File: config.mk
export PLATFORM = sky130hd
export DESIGN_NAME = mapool_ctrl
export DESIGN_NICKNAME = d
export VERILOG_FILES = /design/src/rtl/mapool_pkg.sv /design/src/rtl/mapool_ctrl.sv
export SDC_FILE = /design/constraint.sdc
export NUM_CORES = 1
export LEC_CHECK = 0
export BUFFER_PORTS_ARGS = -buffer_cell sky130_fd_sc_hd__buf_2
export CELL_PAD_IN_SITES_DETAIL_PLACEMENT = 1
export CELL_PAD_IN_SITES_GLOBAL_PLACEMENT = 1
export CORE_AREA = 2 2 39 41
export CTS_CLUSTER_SIZE = 40
export DETAILED_ROUTE_END_ITERATION = 12
export DIE_AREA = 0 0 41 43
export PLACE_DENSITY = 0.43
export SLEW_MARGIN = 20
export SYNTH_ARGS = -nofsm -noshare
export SYNTH_HDL_FRONTEND = slang
export SYNTH_SLANG_ARGS = --single-unit
File: constraint.sdc
create_clock -name clk -period 1 [get_ports clk]
set_input_delay 0.1 -clock clk [delete_from_list [all_inputs] [get_ports clk]]
set_output_delay 0.1 -clock clk [all_outputs]
set_load 0.1 [all_outputs]
File: src/rtl/mapool_pkg.sv
// Shared types and constants for the max / average pooling block.
// Used by mapool_ctrl, mapool_dp and max_avg_pooling_hwc_top.
`default_nettype none

package mapool_pkg;

    // configuration port
    localparam int CFG_ADDR_BITS = 3;
    localparam int CFG_DATA_BITS = 13;

    // register field widths
    localparam int CH_REG_BITS   = 7;
    localparam int H_REG_BITS    = 13;
    localparam int W_REG_BITS    = 9;
    localparam int K_REG_BITS    = 4;

    // frame height limit and row counter width
    localparam int MAX_HEIGHT    = 4096;
    localparam int ROW_BITS      = 12;

    typedef enum logic [CFG_ADDR_BITS-1:0] {
        REG_CHANNELS  = 3'd0,
        REG_HEIGHT    = 3'd1,
        REG_WIDTH     = 3'd2,
        REG_WINDOW    = 3'd3,
        REG_POOL_MODE = 3'd4
    } reg_index_t;

    typedef enum logic [1:0] {
        ST_IDLE,
        ST_RMW,
        ST_DIV,
        ST_EMIT
    } state_t;

    // controller -> datapath
    typedef struct packed {
        logic accept;     // input beat taken, start accumulator read
        logic rmw;        // combine and write back
        logic div_start;  // load divider from combined sum
        logic div_step;   // one quotient bit
        logic load_out;   // move result into output register
    } cmd_t;

    // datapath -> controller
    typedef struct packed {
        logic active;     // sample belongs to a whole window
        logic last;       // last sample of its window
        logic avg;        // average mode
        logic div_done;
        logic out_free;   // output register can take a result
    } status_t;

endpackage

`default_nettype wire

File: src/rtl/mapool_ctrl.sv
// Sequencing state machine for the pooling block.
// Depends on mapool_pkg (state_t, cmd_t, status_t).
`default_nettype none

module mapool_ctrl (
    input  wire logic               clk,
    input  wire logic               rst_n,
    input  wire logic               s_tvalid,
    output logic                    s_tready,
    input  wire mapool_pkg::status_t status,
    output mapool_pkg::cmd_t        cmd
);

    mapool_pkg::state_t state_reg, state_next;

    always_ff @(posedge clk or negedge rst_n)
    begin
        if (!rst_n)
        begin
            state_reg <= mapool_pkg::ST_IDLE;
        end
        else
        begin
            state_reg <= state_next;
        end
    end

    always_comb
    begin
        state_next = state_reg;
        unique case (state_reg)
            mapool_pkg::ST_IDLE:
            begin
                if (s_tvalid)
                begin
                    state_next = mapool_pkg::ST_RMW;
                end
            end
            mapool_pkg::ST_RMW:
            begin
                if (status.active && status.last)
                begin
                    state_next = status.avg ? mapool_pkg::ST_DIV : mapool_pkg::ST_EMIT;
                end
                else
                begin
                    state_next = mapool_pkg::ST_IDLE;
                end
            end
            mapool_pkg::ST_DIV:
            begin
                if (status.div_done)
                begin
                    state_next = mapool_pkg::ST_EMIT;
                end
            end
            mapool_pkg::ST_EMIT:
            begin
                if (status.out_free)
                begin
                    state_next = mapool_pkg::ST_IDLE;
                end
            end
            default:
            begin
                state_next = mapool_pkg::ST_IDLE;
            end
        endcase
    end

    always_comb
    begin
        s_tready       = 1'b0;
        cmd            = '0;
        unique case (state_reg)
            mapool_pkg::ST_IDLE:
            begin
                s_tready   = 1'b1;
                cmd.accept = s_tvalid;
            end
            mapool_pkg::ST_RMW:
            begin
                cmd.rmw       = 1'b1;
                cmd.div_start = status.active && status.last && status.avg;
            end
            mapool_pkg::ST_DIV:
            begin
                cmd.div_step = 1'b1;
            end
            mapool_pkg::ST_EMIT:
            begin
                cmd.load_out = status.out_free;
            end
            default:
            begin
                s_tready = 1'b0;
            end
        endcase
    end

endmodule

`default_nettype wire

==> results by group, run 1 <==
Clocking
  • Total CTS buffers: 3
  • Worst-skew pair later-pin latency: 0.23 ns
  • H-Tree Depth: 1
  • CTS Root Cell: clkbuf_4
  • Reg clk slew, reported paths: 0.04 ns
  • CTS Sinks: 2
  • CTS tree: yes
  • CTS Buffer Depth: 2

Synthesis
  • Synth Cell Area: 155 µm²
  • Mapped Nets: 25
  • Post-Synthesis Cells: 17
  • Syn Area/Cell: ~9.1 µm²
  • Synth warn: 0
  • Top cells by area, synth: dfrtp_1, nor2b_4, buf_6
  • Sequential-to-total area share from yosys stat: between 30% and 40%
  • Synth top area share: 32.3%
  • Synthesized flop and latch total: 2
  • Synth area leader: dfrtp_1
  • Post-synth cell types: 14

Critical path
  • Worst EP arrival: 1.22 ns
  • CP Class: reg2out
  • Critical path launch point type: register
  • Critical-path maximum fanout: 6
  • Critical Path Sink Type: output port
  • Data required, critical path: 0.90 ns
  • Reg2Reg Setup Slack: -0.12 ns

Routing
  • DRT antenna net count: 0
  • Avg Vias per Cell: 4.12
  • Total number of vias: 243
  • WL/cell: 12.5 µm
  • Total Wirelength: 738 µm
  • Initial drt markers: 3
  • Drt pass-1 iters: 3
  • DRC errors left: 0

Timing
  • Slew HR: between 80 and 90%
  • RSZ-0062 raised after global routing: yes
  • Fin Clk Skew: 0.00990 ns
  • Fin crit share: 132%
  • Period minus WS final: ~1.3 ns
  • Slew @ Worst Pin: 0.188 ns
  • Final Hold Viols: 0
  • Highest Clock Rate: roughly 0.76 GHz
  • Hold slack: roughly 0.18 ns
  • Final setup fails: 8
  • PnR worst setup slack: -0.319 ns
  • Slew Viols, Final: 0

Cells and area
  • Final core occ: about a third
  • N_diodes: 0
  • Commonest cells after routing, fill and taps aside: buf_2, buf_12, buf_6, buf_4, clkbuf_4
  • Syn-to-layout area delta: 207%
  • Layout Cells excl Fill: 59
  • Final layout net count: 52
  • Share of cells above drive strength 1: 81.4%

Die
  • Initial Util: approximately 11%
  • Die X: ~41 µm
  • DIE AREA: 1760 µm²
  • Io pins: 14
  • Die Ht: about 43 µm
  • Core area: 1380 µm²
  • Row count: 14

Global routing
  • Total congestion overflow: 0
  • Largest net degree at the start of global routing: 7
  • First-pass GRT wire length: 1.26 mm
  • Vias in the first global route: 288
  • Initial antenna violation count: 0
  • Total track usage: a little under an eighth

Run status
  • Violated checks: setup timing
  • Run status: complete, but fails checks

Placed design
  • Buffers on Ports: 13
  • Placed wire-length estimate: 451 µm
  • Final Wtd Congestion: 0.605
  • Inst Count DP: 47

Run
  • MaxCap Viol Count: 0

Worst hold path
  • Hold crit path type: in2async
## layout make-up
type / count / area, µm²
Fill cell: 151 / 907
Timing Repair Buffer: 23 / 260
Multi-Input combinational cell: 13 / 114
Sequential cell: 2 / 52.6
Clock buffer: 4 / 26.3
Tap cell: 16 / 20.0
Inverter: 1 / 3.75
## critical path: stages, from the launching register on
cell     delay [ns]
dfrtp_2        0.45
nor2b_4        0.14
and4_4         0.23
buf_12         0.17
## timing repair
item | CTS | global route
resized for setup | 4 | 5
endpoints found under the hold margin | 2 | 0
pin swaps | 4 | 2
endpoints found under the setup margin | 8 | 8
hold buffers | 1 | 0
buffers inserted | 4 | 4
## per-stage QoR
step	worst slack (ns)	TNS [ns]	cell area, µm²
6_report	-0.319	-1.92	477
5_1_grt	-0.361	-2.29	477
4_1_cts	-0.326	-1.64	428
3_5_place_dp	-0.152	-0.508	348
3_3_place_gp	-0.149	-0.334	348
2_1_floorplan	-0.615	-1.62	169
## kinds of logic (layout without fill, tap and decap cells)
family | after synthesis | in the layout | share of synthesized area (%)
AND/OR/NAND/NOR | 9 | 9 | 40.3
AO/OA/AOI/OAI | 4 | 4 | 17.7
flip-flops | 2 | 2 | 32.3
buffers and inverters | 2 | 28 | 9.67
## synthesized netlist by cell type
| cell | count |
|---|---|
| inv_1 | 1 |
| a21oi_1 | 1 |
| and3_2 | 1 |
| nor2b_1 | 1 |
| nor2b_4 | 1 |
| and2b_2 | 1 |
| and2_1 | 1 |
| and4_1 | 1 |
| buf_6 | 1 |
| nor2_1 | 3 |
| dfrtp_1 | 2 |
| a211oi_1 | 1 |
| a32oi_1 | 1 |
| a31oi_1 | 1 |
## final timing paths
check | cells past startpoint | from | endpoint
setup / recovery | 3 | register | cmd[2]
hold / removal | 2 | rst_n | state_reg[0]
setup reg to reg | 5 | register | state_reg[0]
hold reg to reg | 2 | state_reg[0] | state_reg[0]
max in group asynchronous | 2 | rst_n | async pin
min in group clk | 3 | status[1] | state_reg[0]
## per-layer routing
metal | wire length [µm] | up-vias | global-route usage [%]
met1 | 248 | 113 | 10.3
li1 | - | 112 | -
met2 | 403 | 16 | 18.1
met3 | 75 | 2 | 5.76
met4 | 11 | 0 | 8.00
met5 | 0 | - | 0
Power of run 1 is left out: the tool's default activity adds up to more than one toggle a clock period on the data nets, which glitch-free logic cannot reach.
==> inputs of run 2 (changes only) <==
Settings changed: ABC_AREA set to 1, CORE_AREA 2 2 39 41 to 5 5 42 44, DIE_AREA 0 0 41 43 to 0 0 47 49, PLACE_DENSITY 0.43 to 0.45.
==> run 2 against run 1 <==
Effect of this change:
- the flow still finishes with violations (setup timing)
- first-iteration DRC count down 100%
- register-to-register slack lost 0.03 ns
- wire length down 5.4%
- fmax increased by 2.5%
- global-route usage is 3.4 points lower
- die area grew 31%
- setup slack improved by 0.033 ns
- via count is 2.5% lower
- critical path depth did not move
- flip-flop and latch count is the same
- sequential share of layout area up 0.36 points
- utilization is 1.5 points lower
==> results by group, run 2 <==
Global routing
  • Largest net degree at the start of global routing: 5 (was 7)
  • Total congestion overflow: 0 (unchanged)
  • Total track usage: 7.95% (was 11.3%)
  • First-pass GRT wire length: 1.23 mm (was 1.26 mm)
  • Initial antenna violation count: 0 (unchanged)
  • Vias in the first global route: 301 (was 288)

Die
  • Core area: 1400 µm² (was 1380 µm²)
  • Initial Util: 11.3% (was 11.2%)
  • Die Ht: 49 µm (was 43 µm)
  • Row count: 14 (unchanged)
  • Die X: 47 µm (was 41 µm)
  • Io pins: 14 (unchanged)
  • DIE AREA: 2300 µm² (was 1760 µm²)

Placed design
  • Final Wtd Congestion: 0.671 (was 0.605)
  • DP Area: 400 µm² (was 348 µm²)
  • Buffers on Ports: 13 (unchanged)
  • Placed wire-length estimate: 592 µm (was 451 µm)

Critical path
  • Critical path launch point type: register (unchanged)
  • Critical-path maximum fanout: 4 (was 6)
  • Slowest-stage cell, CP: dfrtp_2 (unchanged)
  • CP peak stage delay: 0.43 ns (was 0.45 ns)
  • Crit-path cells: buf_4 -> nor2_2 -> buf_12 (was nor2b_4 -> and4_4 -> buf_12)
  • Buffers and inverters on the worst path: 2 (was 1)
  • CP top delay family: flip-flops (unchanged)
  • Data required, critical path: 0.90 ns (about the same)
  • Worst EP arrival: 1.19 ns (was 1.22 ns)
  • CP Class: reg2out (unchanged)
  • Critical Path Sink Type: output port (unchanged)

Synthesis
  • Post-Synthesis Cells: 24 (was 17)
  • Synth area leader: dfrtp_1 (unchanged)
  • Synth warn: 0 (unchanged)
  • Number of synthesized flops with an enable pin: 0 (unchanged)
  • Post-synth top flop: dfrtp_1 (unchanged)
  • Largest family of logic cells by synthesized area: simple AND/OR/NAND/NOR gates (unchanged)
  • Simple-Gate Fraction of Synth Area: 42.5% (was 40.3%)
  • Synth Area in XOR/XNOR: 0% (unchanged)
  • Top cells by count, synth: inv_1, nand2_1, nor2_1 (was nor2_1, dfrtp_1)
  • Syn Area/Cell: 6.62 µm² (was 9.13 µm²)
  • Top cells by area, synth: dfrtp_1, inv_1, nand2_1 (was dfrtp_1, nor2b_4, buf_6)
  • Post-synthesis mux area share: 0% (unchanged)
  • Sequential-to-total area share from yosys stat: 31.5% (was 32.3%)
  • Synth Cell Area: 159 µm² (was 155 µm²)
  • Async SR Flop Fraction: 100% (unchanged)
  • Mapped Nets: 32 (was 25)
  • Synthesized flop and latch total: 2 (unchanged)
  • Post-synth cell types: 12 (was 14)
  • Post-synthesis adder-cell area fraction: 0% (unchanged)
  • Synth top area share: 31.5% (was 32.3%)
  • Synth Area in Compound Gates: 11.8% (was 17.7%)

Routing
  • WL/cell: 10.9 µm (was 12.5 µm)
  • DRC errors left: 0 (unchanged)
  • Avg Vias per Cell: 3.70 (was 4.12)
  • Initial drt markers: 0 (was 3)
  • Total number of vias: 237 (was 243)
  • DRT antenna net count: 0 (unchanged)
  • Total Wirelength: 698 µm (was 738 µm)
  • Drt pass-1 iters: 1 (was 3)

Timing
  • Fin Clk Skew: 0.00739 ns (was 0.00990 ns)
  • Final setup fails: 8 (unchanged)
  • RSZ-0062 raised after global routing: yes (unchanged)
  • Slew HR: 84.7% (was 87.4%)
  • Slew @ Worst Pin: 0.229 ns (was 0.188 ns)
  • Slew Viols, Final: 0 (unchanged)
  • Fin crit share: 129% (was 132%)
  • PnR worst setup slack: -0.286 ns (was -0.319 ns)
  • Highest Clock Rate: 0.777 GHz (was 0.758 GHz)
  • Final Hold Viols: 0 (unchanged)
  • Period minus WS final: 1.29 ns (was 1.32 ns)

Clocking
  • CTS Sinks: 2 (unchanged)
  • CTS Root Cell: clkbuf_4 (unchanged)
  • H-Tree Depth: 1 (unchanged)
  • CTS tree: yes (unchanged)
  • Total CTS buffers: 3 (unchanged)
  • Reg clk slew, reported paths: 0.03 ns (was 0.04 ns)
  • CTS Buffer Depth: 2 (unchanged)
  • Worst-skew pair later-pin latency: 0.23 ns (about the same)

Cells and area
  • N_diodes: 0 (unchanged)
  • Syn-to-layout area delta: 191% (was 207%)
  • Reg area: 52.6 µm² (unchanged)
  • Multi-input gate area: 124 µm² (was 114 µm²)
  • Fillers: 173 (was 151)
  • Most common cell after layout, fill and taps aside: buf_2
  • Share of cells above drive strength 1: 70.8% (was 81.4%)
  • Final layout net count: 57 (was 52)
  • Commonest cells after routing, fill and taps aside: buf_2, buf_12, buf_4 (was buf_2, buf_12, buf_6, buf_4, clkbuf_4)
  • Design area: 462 µm² (was 477 µm²)

Run
  • MaxCap Viol Count: 0 (unchanged)

Worst hold path
  • Hold crit path type: in2reg (was in2async)

Run status
  • Violated checks: setup timing (unchanged)
  • Run status: complete, but fails checks (unchanged)
run 2: cell types whose count changed after synthesis, sizes merged, moves of 2 or more:
| cell | previous run | this run |
|---|---|---|
| inv | 1 | 6 |
| nand2 | 0 | 5 |
| a21oi | 1 | 3 |
| nor2 | 3 | 5 |
| nor2b | 2 | 0 |
| nor3 | 0 | 2 |
run 2: final cells by class:
| type | instances | share of cell area [%] |
|---|---|---|
| inverter | 6 | 5.42 |
| tap | 16 | 4.34 |
| sequential | 2 | 11.4 |
| multi-input combinational | 16 | 26.8 |
| timing repair buffer | 20 | 46.3 |
| clock buffer | 4 | 5.69 |
run 2: logic make-up after synthesis:
logic type,after synthesis
compound gates,3
buf+inv,6
flops,2
simple gates,13
run 2: timing repair:
| action | CTS | global route |
|---|---|---|
| pin swaps | 4 | 2 |
| setup endpoints to repair | 8 | 8 |
| buffers inserted | 2 | 0 |
| gates resized for setup | 3 | 0 |
| endpoints found under the hold margin | 2 | 0 |
| hold buffers | 1 | 0 |
run 2: tightest hold or removal path, cell delays in order:
cell	delay [ns]
buf_2	0.09
nor2_1	0.04
nand2_1	0.07
a21oi_2	0.05
run 2: layer usage:
layer	up-vias	global-route usage (%)	wire [µm]
met5	-	0	0
met3	0	2.58	20
met1	112	6.14	212
met4	0	6.91	0
li1	121	-	-
met2	4	14.3	464
run 2: through the flow:
step | worst slack [ns] | utilization, % | TNS [ns] | hold slack [ns] | std cells
2_1_floorplan | -0.781 | - | -3.86 | -0.196 | 24
3_3_place_gp | -0.100 | 28.6 | -0.372 | -0.116 | 57
3_5_place_dp | -0.0995 | 28.6 | -0.426 | -0.109 | 57
4_1_cts | -0.302 | 32.9 | -1.90 | 0.168 | 64
5_1_grt | -0.344 | 32.9 | -2.15 | 0.179 | 64
6_report | -0.286 | 32.9 | -1.71 | 0.166 | 64
run 2: path summary, 6_finish.rpt:
kind	from	cells past startpoint	slack [ns]	end
setup / recovery	register	3	-0.29	s_tready
hold / removal	status[2]	4	0.17	state_reg[0]
setup reg to reg	state_reg[0]	6	-0.15	register
hold reg to reg	state_reg[0]	2	0.69	register
max in group asynchronous	rst_n	2	0.70	async pin
min in group asynchronous	rst_n	2	0.18	state_reg[0]
Power of run 2 is left out for the same reason.
